$ cat src/hdl/sfp_pkg.sv
package sfp_pkg;

    localparam int unsigned BYTE_W  = 8;
    localparam int unsigned COORD_W = 6;
    localparam int unsigned MODE_W  = 2;
    localparam int unsigned COUNT_W = 16;
    localparam int unsigned LEN_W   = 16;

    // packed result fields, padded to whole bytes
    localparam int unsigned RES_BITS = BYTE_W + 2 * COORD_W + MODE_W + 2 * COUNT_W;
    localparam int unsigned RES_W    = ((RES_BITS + 7) / 8) * 8;

    localparam logic [BYTE_W-1:0] START_BYTE  = 8'h21;  // '!'
    localparam logic [BYTE_W-1:0] KEY_ACK     = 8'h61;  // 'a'
    localparam logic [BYTE_W-1:0] KEY_NACK    = 8'h62;  // 'b'
    localparam logic [BYTE_W-1:0] KEY_MSG     = 8'h63;  // 'c'
    localparam logic [BYTE_W-1:0] ACK_CONFIRM = 8'h41;  // 'A'
    localparam logic [BYTE_W-1:0] COORD_MAX   = 8'd32;
    localparam logic [BYTE_W-1:0] MODE_MAX    = 8'd2;

    typedef enum logic [3:0] {
        PH_HUNT     = 4'd0,
        PH_KEY      = 4'd1,
        PH_LEN_HI   = 4'd2,
        PH_LEN_LO   = 4'd3,
        PH_PAYLOAD  = 4'd4,
        PH_ACK_KEY  = 4'd5,
        PH_ACK_X    = 4'd6,
        PH_ACK_Y    = 4'd7,
        PH_ACK_M    = 4'd8,
        PH_NACK_KEY = 4'd9
    } phase_t;

    typedef enum logic {
        EV_PAYLOAD = 1'b0,
        EV_ACK     = 1'b1
    } event_kind_t;

    typedef struct packed {
        event_kind_t          event_kind;
        logic [BYTE_W-1:0]    payload_byte;
        logic                 payload_last;
        logic [COORD_W-1:0]   ack_x;
        logic [COORD_W-1:0]   ack_y;
        logic [MODE_W-1:0]    ack_mode;
        logic [COUNT_W-1:0]   acks_seen;
        logic [COUNT_W-1:0]   nacks_seen;
    } result_t;

endpackage

$ cat src/hdl/serial_ack_frame_parser_core.sv
// A result beat passes from the input register through the parser into the result register, where it shows on m_tvalid.
// Throughput: 1 input beat per cycle while the result side does not stall; one input register
// and one result register bound it, with the frame parser's state update in between.
// Stalls on the result side hold the result register and then the input register.
// Reset (aresetn low, synchronous) returns the parser to hunting for '!', clears
// the ack and nack counters and empties both registers.
module serial_ack_frame_parser_core (
    input  logic                          aclk,
    input  logic                          aresetn,
    // input stream
    input  logic                          s_tvalid,
    output logic                          s_tready,
    input  logic [sfp_pkg::BYTE_W-1:0]    s_tdata,   // [7:0] rx_byte
    // result stream
    output logic                          m_tvalid,
    input  logic                          m_tready,
    // [7:0] payload_byte, [13:8] ack_x, [19:14] ack_y, [21:20] ack_mode,
    // [37:22] acks_seen, [53:38] nacks_seen, [55:54] zero
    output logic [sfp_pkg::RES_W-1:0]     m_tdata,
    output logic                          m_tlast,   // payload_last
    output logic                          m_tuser    // [0] event_kind
);

    logic                          in_valid_reg;
    logic [sfp_pkg::BYTE_W-1:0]    in_byte_reg;
    logic                          advance;
    logic                          emit;
    sfp_pkg::result_t              result;
    sfp_pkg::result_t              m_result;

    // Advance the held beat into the parser when the result slot is free or
    // drains this cycle; a beat that makes no result just updates the state.
    assign advance  = in_valid_reg && (!m_tvalid || m_tready);
    assign s_tready = !in_valid_reg || advance;

    always_ff @(posedge aclk) begin
        if (!aresetn) begin
            in_valid_reg <= 1'b0;
        end else if (s_tready) begin
            in_valid_reg <= s_tvalid;
        end
    end

    always_ff @(posedge aclk) begin
        if (s_tready && s_tvalid) begin
            in_byte_reg <= s_tdata;
        end
    end

    sfp_parser u_parser (
        .aclk    (aclk),
        .aresetn (aresetn),
        .step    (advance),
        .rx_byte (in_byte_reg),
        .emit    (emit),
        .result  (result)
    );

    sfp_out_reg u_out_reg (
        .aclk     (aclk),
        .aresetn  (aresetn),
        .load     (advance && emit),
        .result   (result),
        .m_ready  (m_tready),
        .m_valid  (m_tvalid),
        .m_result (m_result)
    );

    // Pack the result beat, lowest field first.
    assign m_tdata = sfp_pkg::RES_W'({m_result.nacks_seen, m_result.acks_seen,
                                      m_result.ack_mode, m_result.ack_y,
                                      m_result.ack_x, m_result.payload_byte});
    assign m_tlast = m_result.payload_last;
    assign m_tuser = m_result.event_kind;

    a_ack_beat_clean: assert property (@(posedge aclk) disable iff (!aresetn)
        m_tvalid && m_tuser |-> !m_tlast && m_tdata[7:0] == '0
                                && m_result.ack_mode <= sfp_pkg::MODE_W'(sfp_pkg::MODE_MAX))
        else $error("ack beat carries payload bits or bad mode");

    a_payload_beat_clean: assert property (@(posedge aclk) disable iff (!aresetn)
        m_tvalid && !m_tuser |-> m_tdata[21:8] == '0)
        else $error("payload beat carries ack fields");

    a_no_drop_on_stall: assert property (@(posedge aclk) disable iff (!aresetn)
        m_tvalid && !m_tready |-> !(advance && emit))
        else $error("result overwritten while stalled");

endmodule

$ cat src/hdl/sfp_parser.sv
module sfp_parser (
    input  logic                          aclk,
    input  logic                          aresetn,
    input  logic                          step,
    input  logic [sfp_pkg::BYTE_W-1:0]    rx_byte,
    output logic                          emit,
    output sfp_pkg::result_t              result
);

    sfp_pkg::phase_t                    phase_reg, phase_next;
    logic [sfp_pkg::BYTE_W-1:0]         length_high_reg, length_high_next;
    logic [sfp_pkg::LEN_W-1:0]          bytes_left_reg, bytes_left_next;
    logic [sfp_pkg::COORD_W-1:0]        held_x_reg, held_x_next;
    logic [sfp_pkg::COORD_W-1:0]        held_y_reg, held_y_next;
    logic [sfp_pkg::COUNT_W-1:0]        ack_total_reg, ack_total_next;
    logic [sfp_pkg::COUNT_W-1:0]        nack_total_reg, nack_total_next;

    always_ff @(posedge aclk) begin
        if (!aresetn) begin
            phase_reg       <= sfp_pkg::PH_HUNT;
            length_high_reg <= '0;
            bytes_left_reg  <= '0;
            held_x_reg      <= '0;
            held_y_reg      <= '0;
            ack_total_reg   <= '0;
            nack_total_reg  <= '0;
        end else if (step) begin
            phase_reg       <= phase_next;
            length_high_reg <= length_high_next;
            bytes_left_reg  <= bytes_left_next;
            held_x_reg      <= held_x_next;
            held_y_reg      <= held_y_next;
            ack_total_reg   <= ack_total_next;
            nack_total_reg  <= nack_total_next;
        end
    end

    always_comb begin
        phase_next          = phase_reg;
        length_high_next    = length_high_reg;
        bytes_left_next     = bytes_left_reg;
        held_x_next         = held_x_reg;
        held_y_next         = held_y_reg;
        ack_total_next      = ack_total_reg;
        nack_total_next     = nack_total_reg;
        emit                = 1'b0;
        result              = '0;
        result.event_kind   = sfp_pkg::EV_PAYLOAD;

        case (phase_reg)
            sfp_pkg::PH_KEY: begin
                if (rx_byte == sfp_pkg::KEY_ACK) begin
                    ack_total_next = ack_total_reg + 1'b1;
                    phase_next     = sfp_pkg::PH_ACK_KEY;
                end else if (rx_byte == sfp_pkg::KEY_NACK) begin
                    nack_total_next = nack_total_reg + 1'b1;
                    phase_next      = sfp_pkg::PH_NACK_KEY;
                end else if (rx_byte == sfp_pkg::KEY_MSG) begin
                    phase_next = sfp_pkg::PH_LEN_HI;
                end else begin
                    phase_next = sfp_pkg::PH_HUNT;
                end
            end
            sfp_pkg::PH_LEN_HI: begin
                length_high_next = rx_byte;
                phase_next       = sfp_pkg::PH_LEN_LO;
            end
            sfp_pkg::PH_LEN_LO: begin
                bytes_left_next = {length_high_reg, rx_byte};
                phase_next      = sfp_pkg::PH_PAYLOAD;
            end
            sfp_pkg::PH_PAYLOAD: begin
                emit                = 1'b1;
                result.payload_byte = rx_byte;
                // a length of zero streams one byte, same as one
                if (bytes_left_reg > sfp_pkg::LEN_W'(1)) begin
                    bytes_left_next = bytes_left_reg - 1'b1;
                end else begin
                    bytes_left_next     = '0;
                    result.payload_last = 1'b1;
                    phase_next          = sfp_pkg::PH_HUNT;
                end
            end
            sfp_pkg::PH_ACK_KEY: begin
                phase_next = (rx_byte == sfp_pkg::ACK_CONFIRM) ? sfp_pkg::PH_ACK_X
                                                              : sfp_pkg::PH_HUNT;
            end
            sfp_pkg::PH_ACK_X: begin
                if (rx_byte <= sfp_pkg::COORD_MAX) begin
                    held_x_next = rx_byte[sfp_pkg::COORD_W-1:0];
                    phase_next  = sfp_pkg::PH_ACK_Y;
                end else begin
                    phase_next = sfp_pkg::PH_HUNT;
                end
            end
            sfp_pkg::PH_ACK_Y: begin
                if (rx_byte <= sfp_pkg::COORD_MAX) begin
                    held_y_next = rx_byte[sfp_pkg::COORD_W-1:0];
                    phase_next  = sfp_pkg::PH_ACK_M;
                end else begin
                    phase_next = sfp_pkg::PH_HUNT;
                end
            end
            sfp_pkg::PH_ACK_M: begin
                if (rx_byte <= sfp_pkg::MODE_MAX) begin
                    emit              = 1'b1;
                    result.event_kind = sfp_pkg::EV_ACK;
                    result.ack_x      = held_x_reg;
                    result.ack_y      = held_y_reg;
                    result.ack_mode   = rx_byte[sfp_pkg::MODE_W-1:0];
                end
                phase_next = sfp_pkg::PH_HUNT;
            end
            sfp_pkg::PH_NACK_KEY: begin
                phase_next = sfp_pkg::PH_HUNT;
            end
            default: begin
                // hunting, and any stray phase code: clear the frame context
                held_x_next      = '0;
                held_y_next      = '0;
                length_high_next = '0;
                bytes_left_next  = '0;
                phase_next       = (rx_byte == sfp_pkg::START_BYTE) ? sfp_pkg::PH_KEY
                                                                    : sfp_pkg::PH_HUNT;
            end
        endcase

        result.acks_seen  = ack_total_next;
        result.nacks_seen = nack_total_next;
    end

    a_key_after_clear: assert property (@(posedge aclk) disable iff (!aresetn)
        phase_reg == sfp_pkg::PH_KEY |-> length_high_reg == '0 && bytes_left_reg == '0)
        else $error("key phase entered with stale length context");

    a_x_in_range: assert property (@(posedge aclk) disable iff (!aresetn)
        phase_reg == sfp_pkg::PH_ACK_Y || phase_reg == sfp_pkg::PH_ACK_M
        |-> held_x_reg <= sfp_pkg::COORD_W'(sfp_pkg::COORD_MAX))
        else $error("held x out of range");

    a_counts_step: assert property (@(posedge aclk) disable iff (!aresetn)
        step && phase_reg != sfp_pkg::PH_KEY |=> $stable(ack_total_reg) && $stable(nack_total_reg))
        else $error("counter moved outside key phase");

endmodule

$ cat src/hdl/sfp_out_reg.sv
module sfp_out_reg (
    input  logic                aclk,
    input  logic                aresetn,
    input  logic                load,
    input  sfp_pkg::result_t    result,
    input  logic                m_ready,
    output logic                m_valid,
    output sfp_pkg::result_t    m_result
);

    logic               valid_reg;
    sfp_pkg::result_t   result_reg;

    // load only happens when the slot is free or being drained this cycle
    always_ff @(posedge aclk) begin
        if (!aresetn) begin
            valid_reg <= 1'b0;
        end else if (load) begin
            valid_reg <= 1'b1;
        end else if (m_ready) begin
            valid_reg <= 1'b0;
        end
    end

    always_ff @(posedge aclk) begin
        if (load) begin
            result_reg <= result;
        end
    end

    assign m_valid  = valid_reg;
    assign m_result = result_reg;

endmodule
$ cat config.mk
export PLATFORM = sky130hd
export DESIGN_NAME = serial_ack_frame_parser_core
export DESIGN_NICKNAME = d
export VERILOG_FILES = /design/src/hdl/sfp_pkg.sv /design/src/hdl/serial_ack_frame_parser_core.sv /design/src/hdl/sfp_parser.sv /design/src/hdl/sfp_out_reg.sv
export SDC_FILE = /design/constraint.sdc
export NUM_CORES = 1
export LEC_CHECK = 0
export BUFFER_PORTS_ARGS = -buffer_cell sky130_fd_sc_hd__buf_2
export CELL_PAD_IN_SITES_DETAIL_PLACEMENT = 0
export CELL_PAD_IN_SITES_GLOBAL_PLACEMENT = 1
export CORE_MARGIN = 5
export CORE_UTILIZATION = 28
export CTS_CLUSTER_DIAMETER = 50
export DETAILED_ROUTE_END_ITERATION = 8
export PLACE_DENSITY = 0.65
export SYNTH_ARGS = -nofsm -noshare
export SYNTH_HDL_FRONTEND = slang
export SYNTH_HIERARCHICAL = 1
export SYNTH_SLANG_ARGS = --single-unit
$ cat constraint.sdc
create_clock -name aclk -period 3.9 [get_ports aclk]
set_clock_uncertainty 0.1 [all_clocks]
set_input_delay 0.585 -clock aclk [delete_from_list [all_inputs] [get_ports aclk]]
set_output_delay 0.585 -clock aclk [all_outputs]
set_load 0.02 [all_outputs]
==> impl_metrics.ini, run 1 <==
[outcome]
status = completed

[clocking]
clkTransAtPathRegs_ns = 0.06
cts_setup_buffers = 0
hold_buffers = 0
h-tree-depth = 4
cts_tree = done
root_buffer = clkbuf_16
cts_num_sinks = 138
clkLatencyLatePin_ns = 0.42
cts_max_path_buffers = 2
cts_buffers = 17
ctsResizeCount = 0

[global_route]
first_global_vias = 4704
antenna_found_initial = 0
grt_max_degree = 52
overflow = 0
grt_pass1_wl_mm = 25.0
grt_use_total = 0.120

[floorplanning]
start_util = 0.283
pin_count = 72
die_h_um = 161
die_area_mm2 = 0.0259
fp.dieW_um = 161
core_area_mm2 = 0.0225
rows = 55

[timing]
fin_crit_ns = 2.93
final_max_slew_viol_count = 0
rsz0062_at_grt = false
max_freq_mhz = 342
relSlewSlack = 0.194
tns_ns = 0
period_share = 0.750
final_hold_viol_count = 0
setup_viol_count_final = 0
worst_pin_slew_ns = 1.20

[synth]
synth_most_common_cell = dfxtp_1
syn_avg_cell_area_um2 = 10.2
synth_top_cells_by_count = dfxtp_1, nor2_1, edfxtp_1
synth-edff-count = 64
synth.distinct_cells = 69
synthArstFlopShare = 0
ys.flop_type = dfxtp_1
synthTopCellsByArea = edfxtp_1, dfxtp_1, xor2_1
syn_inst = 626
yosysTopAreaCell = edfxtp_1
synth_seq_cells = 138
synth_area_mm2 = 0.00637
ys_warn_count = 6
yosysTopAreaCellShare = 0.301
yosysSeqAreaShare = 0.534

[layout]
synthToLayoutAreaGrowth_pct = 19.7
largest_reg_flops = 56
top_register = u_out_reg/m_result
final_layout_size_suffix_gt1_frac = 0.182
diodes = 0
fill_cells = 2270
final_nets = 710
design_area_mm2 = 0.00763

[placement]
port_buffers = 69
routabilityCongestion = 0.786
placed_area_mm2 = 0.00705
dp_hpwl_mm = 10.5

[worst_setup_path]
critPathLaunch = in_byte_reg[0]$_DFFE_PP_
crit_path_max_fanout = 12
crit_path_start_kind = flop
endpoint_kind = flop
required_ns = 4.14
worstPathArrival_ns = 3.17
critPathKind = reg -> reg
r2r_start = in_byte_reg[0]$_DFFE_PP_

[pwr]
powerDensity_mw_per_mm2 = 420
p_sw_frac = 0.216
power_frac_clock = 0.497
pwr-share-comb = 0.025
power_frac_seq = 0.478
leakagePower_nw = 2.99
vdd_drop_max_uv = 208
p_int_mw = 2.51
switching_power_uw = 694

[detailed_routing]
route.detailed.drc = 0
avgRoutedWirePerCell_um = 15.3
dr_total_vias = 4812
routed_wl_mm = 15.2
drtIter0Drc = 289
vias_per_cell = 4.85
first_pass_iters = 5
drtAntennaViolNets = 0

[worst_hold_path]
hold_class = in -> reg
min_from = s_tdata[2]

[job]
drv_cap = 0
[path summary, 6_finish.rpt]
path	endpoint	depth (start not counted)	slack [ns]
max	u_parser/nack_total_reg[14]$_SDFFE_PN0P_	5	0.97
min	in_byte_reg[2]$_DFFE_PP_	1	0.25
min reg2reg	u_parser/held_y_reg[1]$_SDFFE_PN0P_	1	0.37
max reg2reg	u_parser/nack_total_reg[14]$_SDFFE_PN0P_	5	0.97
[power by group through the flow]
stage | Combinational, mW | Clock, mW | Sequential (mW)
floorplan | 0.0585 | 0 | 1.55
global placement | 0.0817 | 0 | 1.56
detailed placement | 0.0813 | 0 | 1.56
CTS | 0.0814 | 1.64 | 1.53
global route | 0.0881 | 1.70 | 1.53
finish | 0.0804 | 1.59 | 1.53
[layer usage]
layer / track usage / part of all wire / up-vias
met5: 0 / 0 / -
met4: 0.0469 / 0.017 / 0
met3: 0.0339 / 0.043 / 20
met2: 0.193 / 0.47 / 116
met1: 0.152 / 0.47 / 2262
li1: - / - / 2414
[worst max-delay path, stage by stage, from the launching register on]
cell and delay, ns:
edfxtp_1 0.56, or4b_4 0.64, nor4_4 0.61, nand4_2 0.32
or4_1 0.47, a21oi_1 0.14
[logic make-up after synthesis]
| logic type | after synthesis | synth area share |
|---|---|---|
| AND/OR/NAND/NOR | 275 | 0.234 |
| flip-flops | 138 | 0.534 |
| AO/OA/AOI/OAI | 107 | 0.115 |
| XOR/XNOR | 53 | 0.0728 |
| buffers and inverters | 44 | 0.0298 |
| adder cells (fa/ha/maj) | 4 | 0.00785 |
| multiplexers | 4 | 0.00667 |
| other | 1 | 0.000588 |
[metrics by stage]
| step | power [mW] | utilization | cells | setup WS (ns) | hold slack (ns) |
|---|---|---|---|---|---|
| floorplan | 1.61 | - | 627 | 0.361 | 0.341 |
| global placement | 1.64 | 0.313 | 960 | 0.998 | 0.357 |
| detailed placement | 1.64 | 0.313 | 960 | 0.980 | 0.358 |
| CTS | 3.25 | 0.339 | 992 | 0.933 | 0.228 |
| global route | 3.33 | 0.339 | 992 | 0.746 | 0.231 |
| finish | 3.21 | 0.339 | 992 | 0.975 | 0.249 |
[layout by cell type, fill, tap and decap left out, drive strengths merged, types with 13 or more instances in the layout]
cell / count
a21oi: 35
a22o: 13
and2: 27
buf: 82
clkbuf: 21
dfxtp: 74
edfxtp: 64
nand2: 55
nand3: 28
nor2: 65
nor3: 17
o21ai: 14
or3: 14
xnor2: 21
xor2: 32
[layout make-up]
class	count	area [um^2]	share of cell area
well taps	285	357	0.0467
clock inverters	11	119	0.0156
multi-input cells	445	2800	0.367
flip-flops and latches	138	3400	0.446
clock buffers	21	460	0.0603
inverters	10	37.5	0.00492
repair buffers	82	455	0.0597
(Power assumes the default switching activity.)
==> inputs of run 2 (changes only) <==
Settings changed: PLACE_DENSITY 0.65 to 0.67.
Clock period 3.9 ns to 2.5 ns, I/O delays scaled along.
==> run 2 against run 1 <==
Net effect:
- non-clock buffer count rose by 45
- power grew 60%
- worst setup slack worse by 0.90 ns
- final cell count grew 4.5%
- largest power group unchanged
- critical path type unchanged
- critical path depth up 1
- sequential share of layout area fell by 2.4 points
- cell area rose by 5.8%
- register-to-register slack got worse by 0.90 ns
- via count is 3.2% higher
- worst hold slack worse by 0.21 ns
- maximum frequency grew 21%
- utilization grew 2.0 points
==> impl_metrics.ini, run 2 (synthesized netlist as in run 1, its figures left out) <==
[outcome]
status = completed

[global_route]
grt_use_total = 0.123
overflow = 0
first_global_vias = 4904
antenna_found_initial = 0
grt_pass1_wl_mm = 25.5
grt_max_degree = 41

[layout]
final_layout_size_suffix_gt1_frac = 0.235
layout_commonest_cell = dfxtp_1
top_register = u_out_reg/m_result
largest_reg_flops = 56
final_util = 0.359
fin_cells = 1037
diodes = 0
synthToLayoutAreaGrowth_pct = 26.6
final_nets = 755
layout_common_cells = dfxtp_1, buf_2, nor2_1

[detailed_routing]
drtAntennaViolNets = 0
avgRoutedWirePerCell_um = 15.0
routed_wl_mm = 15.6
vias_per_cell = 4.79
first_pass_iters = 5
drtIter0Drc = 319
dr_total_vias = 4967
route.detailed.drc = 0

[timing]
max_freq_mhz = 413
worst_pin_slew_ns = 0.623
final.setup.worst_slack_ns = 0.0765
final_hold_viol_count = 0
period_share = 0.969
relSlewSlack = 0.579
setup_viol_count_final = 0
fin_crit_ns = 2.42
final_max_slew_viol_count = 0

[placement]
dp_hpwl_mm = 11.1
routabilityCongestion = 0.830
port_buffers = 69
dpl.cell_count = 1005
pre_cts_ws_ns = 0.0744

[pwr]
vdd_drop_max_uv = 315
leakagePower_nw = 3.25
powerDensity_mw_per_mm2 = 637
p_total_mw = 5.14

[floorplanning]
pin_count = 72
fp.dieW_um = 161
core_area_mm2 = 0.0225
die_area_mm2 = 0.0259
start_util = 0.283
rows = 55
die_h_um = 161

[clocking]
clkLatencyLatePin_ns = 0.41
cts_buffers = 17
clkTransAtPathRegs_ns = 0.06
hold_buffers = 0
cts_num_sinks = 138
h-tree-depth = 4
cts_max_path_buffers = 2
cts_setup_buffers = 0
cts_tree = done
root_buffer = clkbuf_16

[worst_hold_path]
hold_path_depth = 1
min_from = s_tdata[4]
hold_end = in_byte_reg[4]$_DFFE_PP_
hold_class = in -> reg

[worst_setup_path]
critPathTopFamily = simple AND/OR/NAND/NOR gates
crit_path_start_kind = flop
rr_endpoint = u_out_reg/m_result[38]$_DFFE_PP_
crit_path_max_fanout = 17
ff2ff_path_depth = 6
r2r_start = in_byte_reg[7]$_DFFE_PP_
required_ns = 2.50
endpoint_kind = flop
path_depth = 6
crit_chain = or3_1, or3_4, nor3b_4, nand2b_1, and3_4, buf_4
reg2reg_setup_slack_ns = 0.08
cpPeakStageDelay_ns = 0.44
worstPathArrival_ns = 2.42
critPathKind = reg -> reg
worst-path-buf-inv = 1
slowest_stage = edfxtp_1

[job]
drv_cap = 0
[run 2: cell count changes in the layout (fill, tap and decap cells not counted), moves of 2 or more]
cell / change
clkinvlp_4: -3
inv_6: -2
clkbuf_1: +3
buf_4: +42
bufinv_16: +2
buf_12: +2
[run 2: through the flow]
| step | TNS (ns) | hold slack, ns | instance area [um^2] |
|---|---|---|---|
| global route | -0.0220 | 0.0199 | 8070 |
| floorplan | -1.74 | 0.341 | 6400 |
| global placement | 0 | 0.352 | 7440 |
| detailed placement | 0 | 0.360 | 7440 |
| finish | 0 | 0.0422 | 8070 |
| CTS | 0 | 0.0226 | 8040 |
[run 2: cell type report]
class	count	area [um^2]
Clock inverter	9	148
Tap cell	285	357
Timing Repair Buffer	127	822
Clock buffer	23	458
Inverter	10	37.5
Sequential cell	138	3400
Multi-Input combinational cell	445	2850
Fill cell	2284	14400
[run 2: per-layer routing]
| metal | global-route usage | vias up | wire (um) |
|---|---|---|---|
| met1 | 0.158 | 2364 | 7350 |
| met2 | 0.200 | 82 | 7440 |
| met5 | 0 | - | 0 |
| met3 | 0.0344 | 9 | 612 |
| met4 | 0.0396 | 0 | 168 |
| li1 | - | 2512 | - |
[run 2: worst max path at each step]
stage / end / start
6_report: u_out_reg/m_result[38]$_DFFE_PP_ / in_byte_reg[7]$_DFFE_PP_
5_1_grt: u_parser/phase_reg[0]$_SDFFE_PN0P_ / in_byte_reg[3]$_DFFE_PP_
4_1_cts: u_out_reg/m_result[38]$_DFFE_PP_ / in_byte_reg[7]$_DFFE_PP_
3_5_place_dp: u_out_reg/m_result[47]$_DFFE_PP_ / in_byte_reg[7]$_DFFE_PP_
3_3_place_gp: u_parser/bytes_left_reg[12]$_SDFFE_PN0P_ / m_tready
2_1_floorplan: u_out_reg/m_result[0]$_DFFE_PP_ / in_byte_reg[6]$_DFFE_PP_
[run 2: power breakdown]
group,switching (mW),leakage [nW],internal [mW]
clock,0.902,0.297,1.69
combinational,0.117,1.65,0.0611
sequential,0.0107,1.30,2.36
[run 2: timing repair]
action,in CTS,in global routing
endpoints found under the hold margin,0,0
endpoints found under the setup margin,0,8
resized for setup,0,7
==> inputs of run 3 (changes only) <==
Settings changed: CORE_UTILIZATION 28 to 35, PLACE_DENSITY 0.67 to 0.78.
==> run 3 against run 2 <==
Net effect:
- power grew 2.0%
- sequential cell count did not move
- critical path type unchanged
- maximum frequency decreased by 2.5%
- sequential share of layout area fell by 0.48 points
==> impl_metrics.ini, run 3 (synthesized netlist as in run 1, its figures left out) <==
[worst_hold_path]
hold_class = in -> reg

[timing]
relSlewSlack = 0.439
max_freq_mhz = 402
final.setup.worst_slack_ns = 0.0150
fin_crit_ns = 2.49
worst_pin_slew_ns = 0.837
rsz0062_at_grt = true
final_max_slew_viol_count = 0
tns_ns = 0
setup_viol_count_final = 0
final_hold_viol_count = 0
period_share = 0.994

[global_route]
overflow = 0
grt_use_total = 0.148
first_global_vias = 4985
grt_pass1_wl_mm = 25.6
grt_max_degree = 27
antenna_found_initial = 0

[detailed_routing]
drtIter0Drc = 359
drtAntennaViolNets = 0
route.detailed.drc = 0
avgRoutedWirePerCell_um = 16.7
routed_wl_mm = 16.3
vias_per_cell = 5.34
first_pass_iters = 6
dr_total_vias = 5221

[clocking]
cts_tree = done
clkTransAtPathRegs_ns = 0.06
hold_buffers = 0
cts_buffers = 17
root_buffer = clkbuf_16
cts_max_path_buffers = 2
h-tree-depth = 4
cts_num_sinks = 138
clkLatencyLatePin_ns = 0.42

[pwr]
powerDensity_mw_per_mm2 = 642
vdd_drop_max_uv = 464
p_total_mw = 5.24
leakagePower_nw = 3.29

[worst_setup_path]
required_ns = 2.53
worstPathArrival_ns = 2.52
crit_path_start_kind = flop
crit_path_max_fanout = 9
endpoint_kind = flop
critPathKind = reg -> reg

[placement]
routabilityCongestion = 0.871
dpl.cell_count = 927
port_buffers = 69
dp_hpwl_mm = 10.8
pre_cts_ws_ns = 0.0473

[layout]
final_nets = 752
fill_cells = 1659
synthToLayoutAreaGrowth_pct = 28.1
final_util = 0.454
final_layout_size_suffix_gt1_frac = 0.250
top_register = u_out_reg/m_result
layout_common_cells = dfxtp_1, buf_2, edfxtp_1, nor2_1, nand2_1
diodes = 0
layout_commonest_cell = dfxtp_1
largest_reg_flops = 56
multi_input_area_mm2 = 0.00290
seq_area_mm2 = 0.00340
fin_cells = 978

[floorplanning]
pin_count = 72
die_area_mm2 = 0.0210
fp.dieW_um = 145
core_area_mm2 = 0.0180
start_util = 0.355
rows = 49
die_h_um = 145

[outcome]
status = completed

[job]
drv_cap = 0
==> run 3: worst max-delay path, stage by stage, from the launching register on <==
cell       delay [ns]
edfxtp_1         0.39
or3_4            0.40
or3_4            0.36
nor3b_4          0.25
nand2b_4         0.17
and3_4           0.18
buf_12           0.16
clkbuf_16        0.18
==> run 3: stage by stage <==
stage / instance area (um^2) / hold slack [ns]
after global placement: 7210 / 0.357
after detailed placement: 7210 / 0.361
after floorplan: 6400 / 0.341
final: 8160 / 0.0372
after global routing: 8160 / 0.0236
after CTS: 7850 / 0.0179
==> run 3: what timing repair did <==
action                     in CTS  in global routing
setup endpoints to repair       0                 75
hold endpoints to repair        0                  0
setup buffers                   0                 12
resized for setup               0                 16
==> run 3: power by group <==
| group | leakage [nW] | total [mW] | internal [mW] | switching (mW) |
|---|---|---|---|---|
| Sequential | 1.30 | 2.37 | 2.36 | 0.0119 |
| Combinational | 1.68 | 0.182 | 0.0650 | 0.117 |
| Clock | 0.312 | 2.69 | 1.75 | 0.943 |
==> run 3: path summary, 6_finish.rpt <==
| check | start | endpoint | cells past startpoint | slack, ns |
|---|---|---|---|---|
| max | in_byte_reg[6]$_DFFE_PP_ | u_out_reg/m_result[26]$_DFFE_PP_ | 7 | 0.01 |
| min | s_tdata[1] | in_byte_reg[1]$_DFFE_PP_ | 1 | 0.04 |
| max reg2reg | in_byte_reg[6]$_DFFE_PP_ | u_out_reg/m_result[26]$_DFFE_PP_ | 7 | 0.01 |
| min reg2reg | u_parser/held_x_reg[0]$_SDFFE_PN0P_ | u_parser/held_x_reg[0]$_SDFFE_PN0P_ | 1 | 0.38 |
==> run 3: cell type report <==
class	instances	share of cell area
clock buffer	20	0.0573
tap	229	0.0351
clock inverter	12	0.0207
multi-input combinational	446	0.355
inverter	10	0.00460
timing repair buffer	123	0.111
sequential	138	0.417
==> run 3: per-layer routing <==
layer	GRT usage	wire length, um	vias to the layer above
li1	-	-	2503
met1	0.190	7170	2539
met2	0.238	7810	152
met3	0.0418	965	27
met4	0.0546	350	0
met5	0	0	-
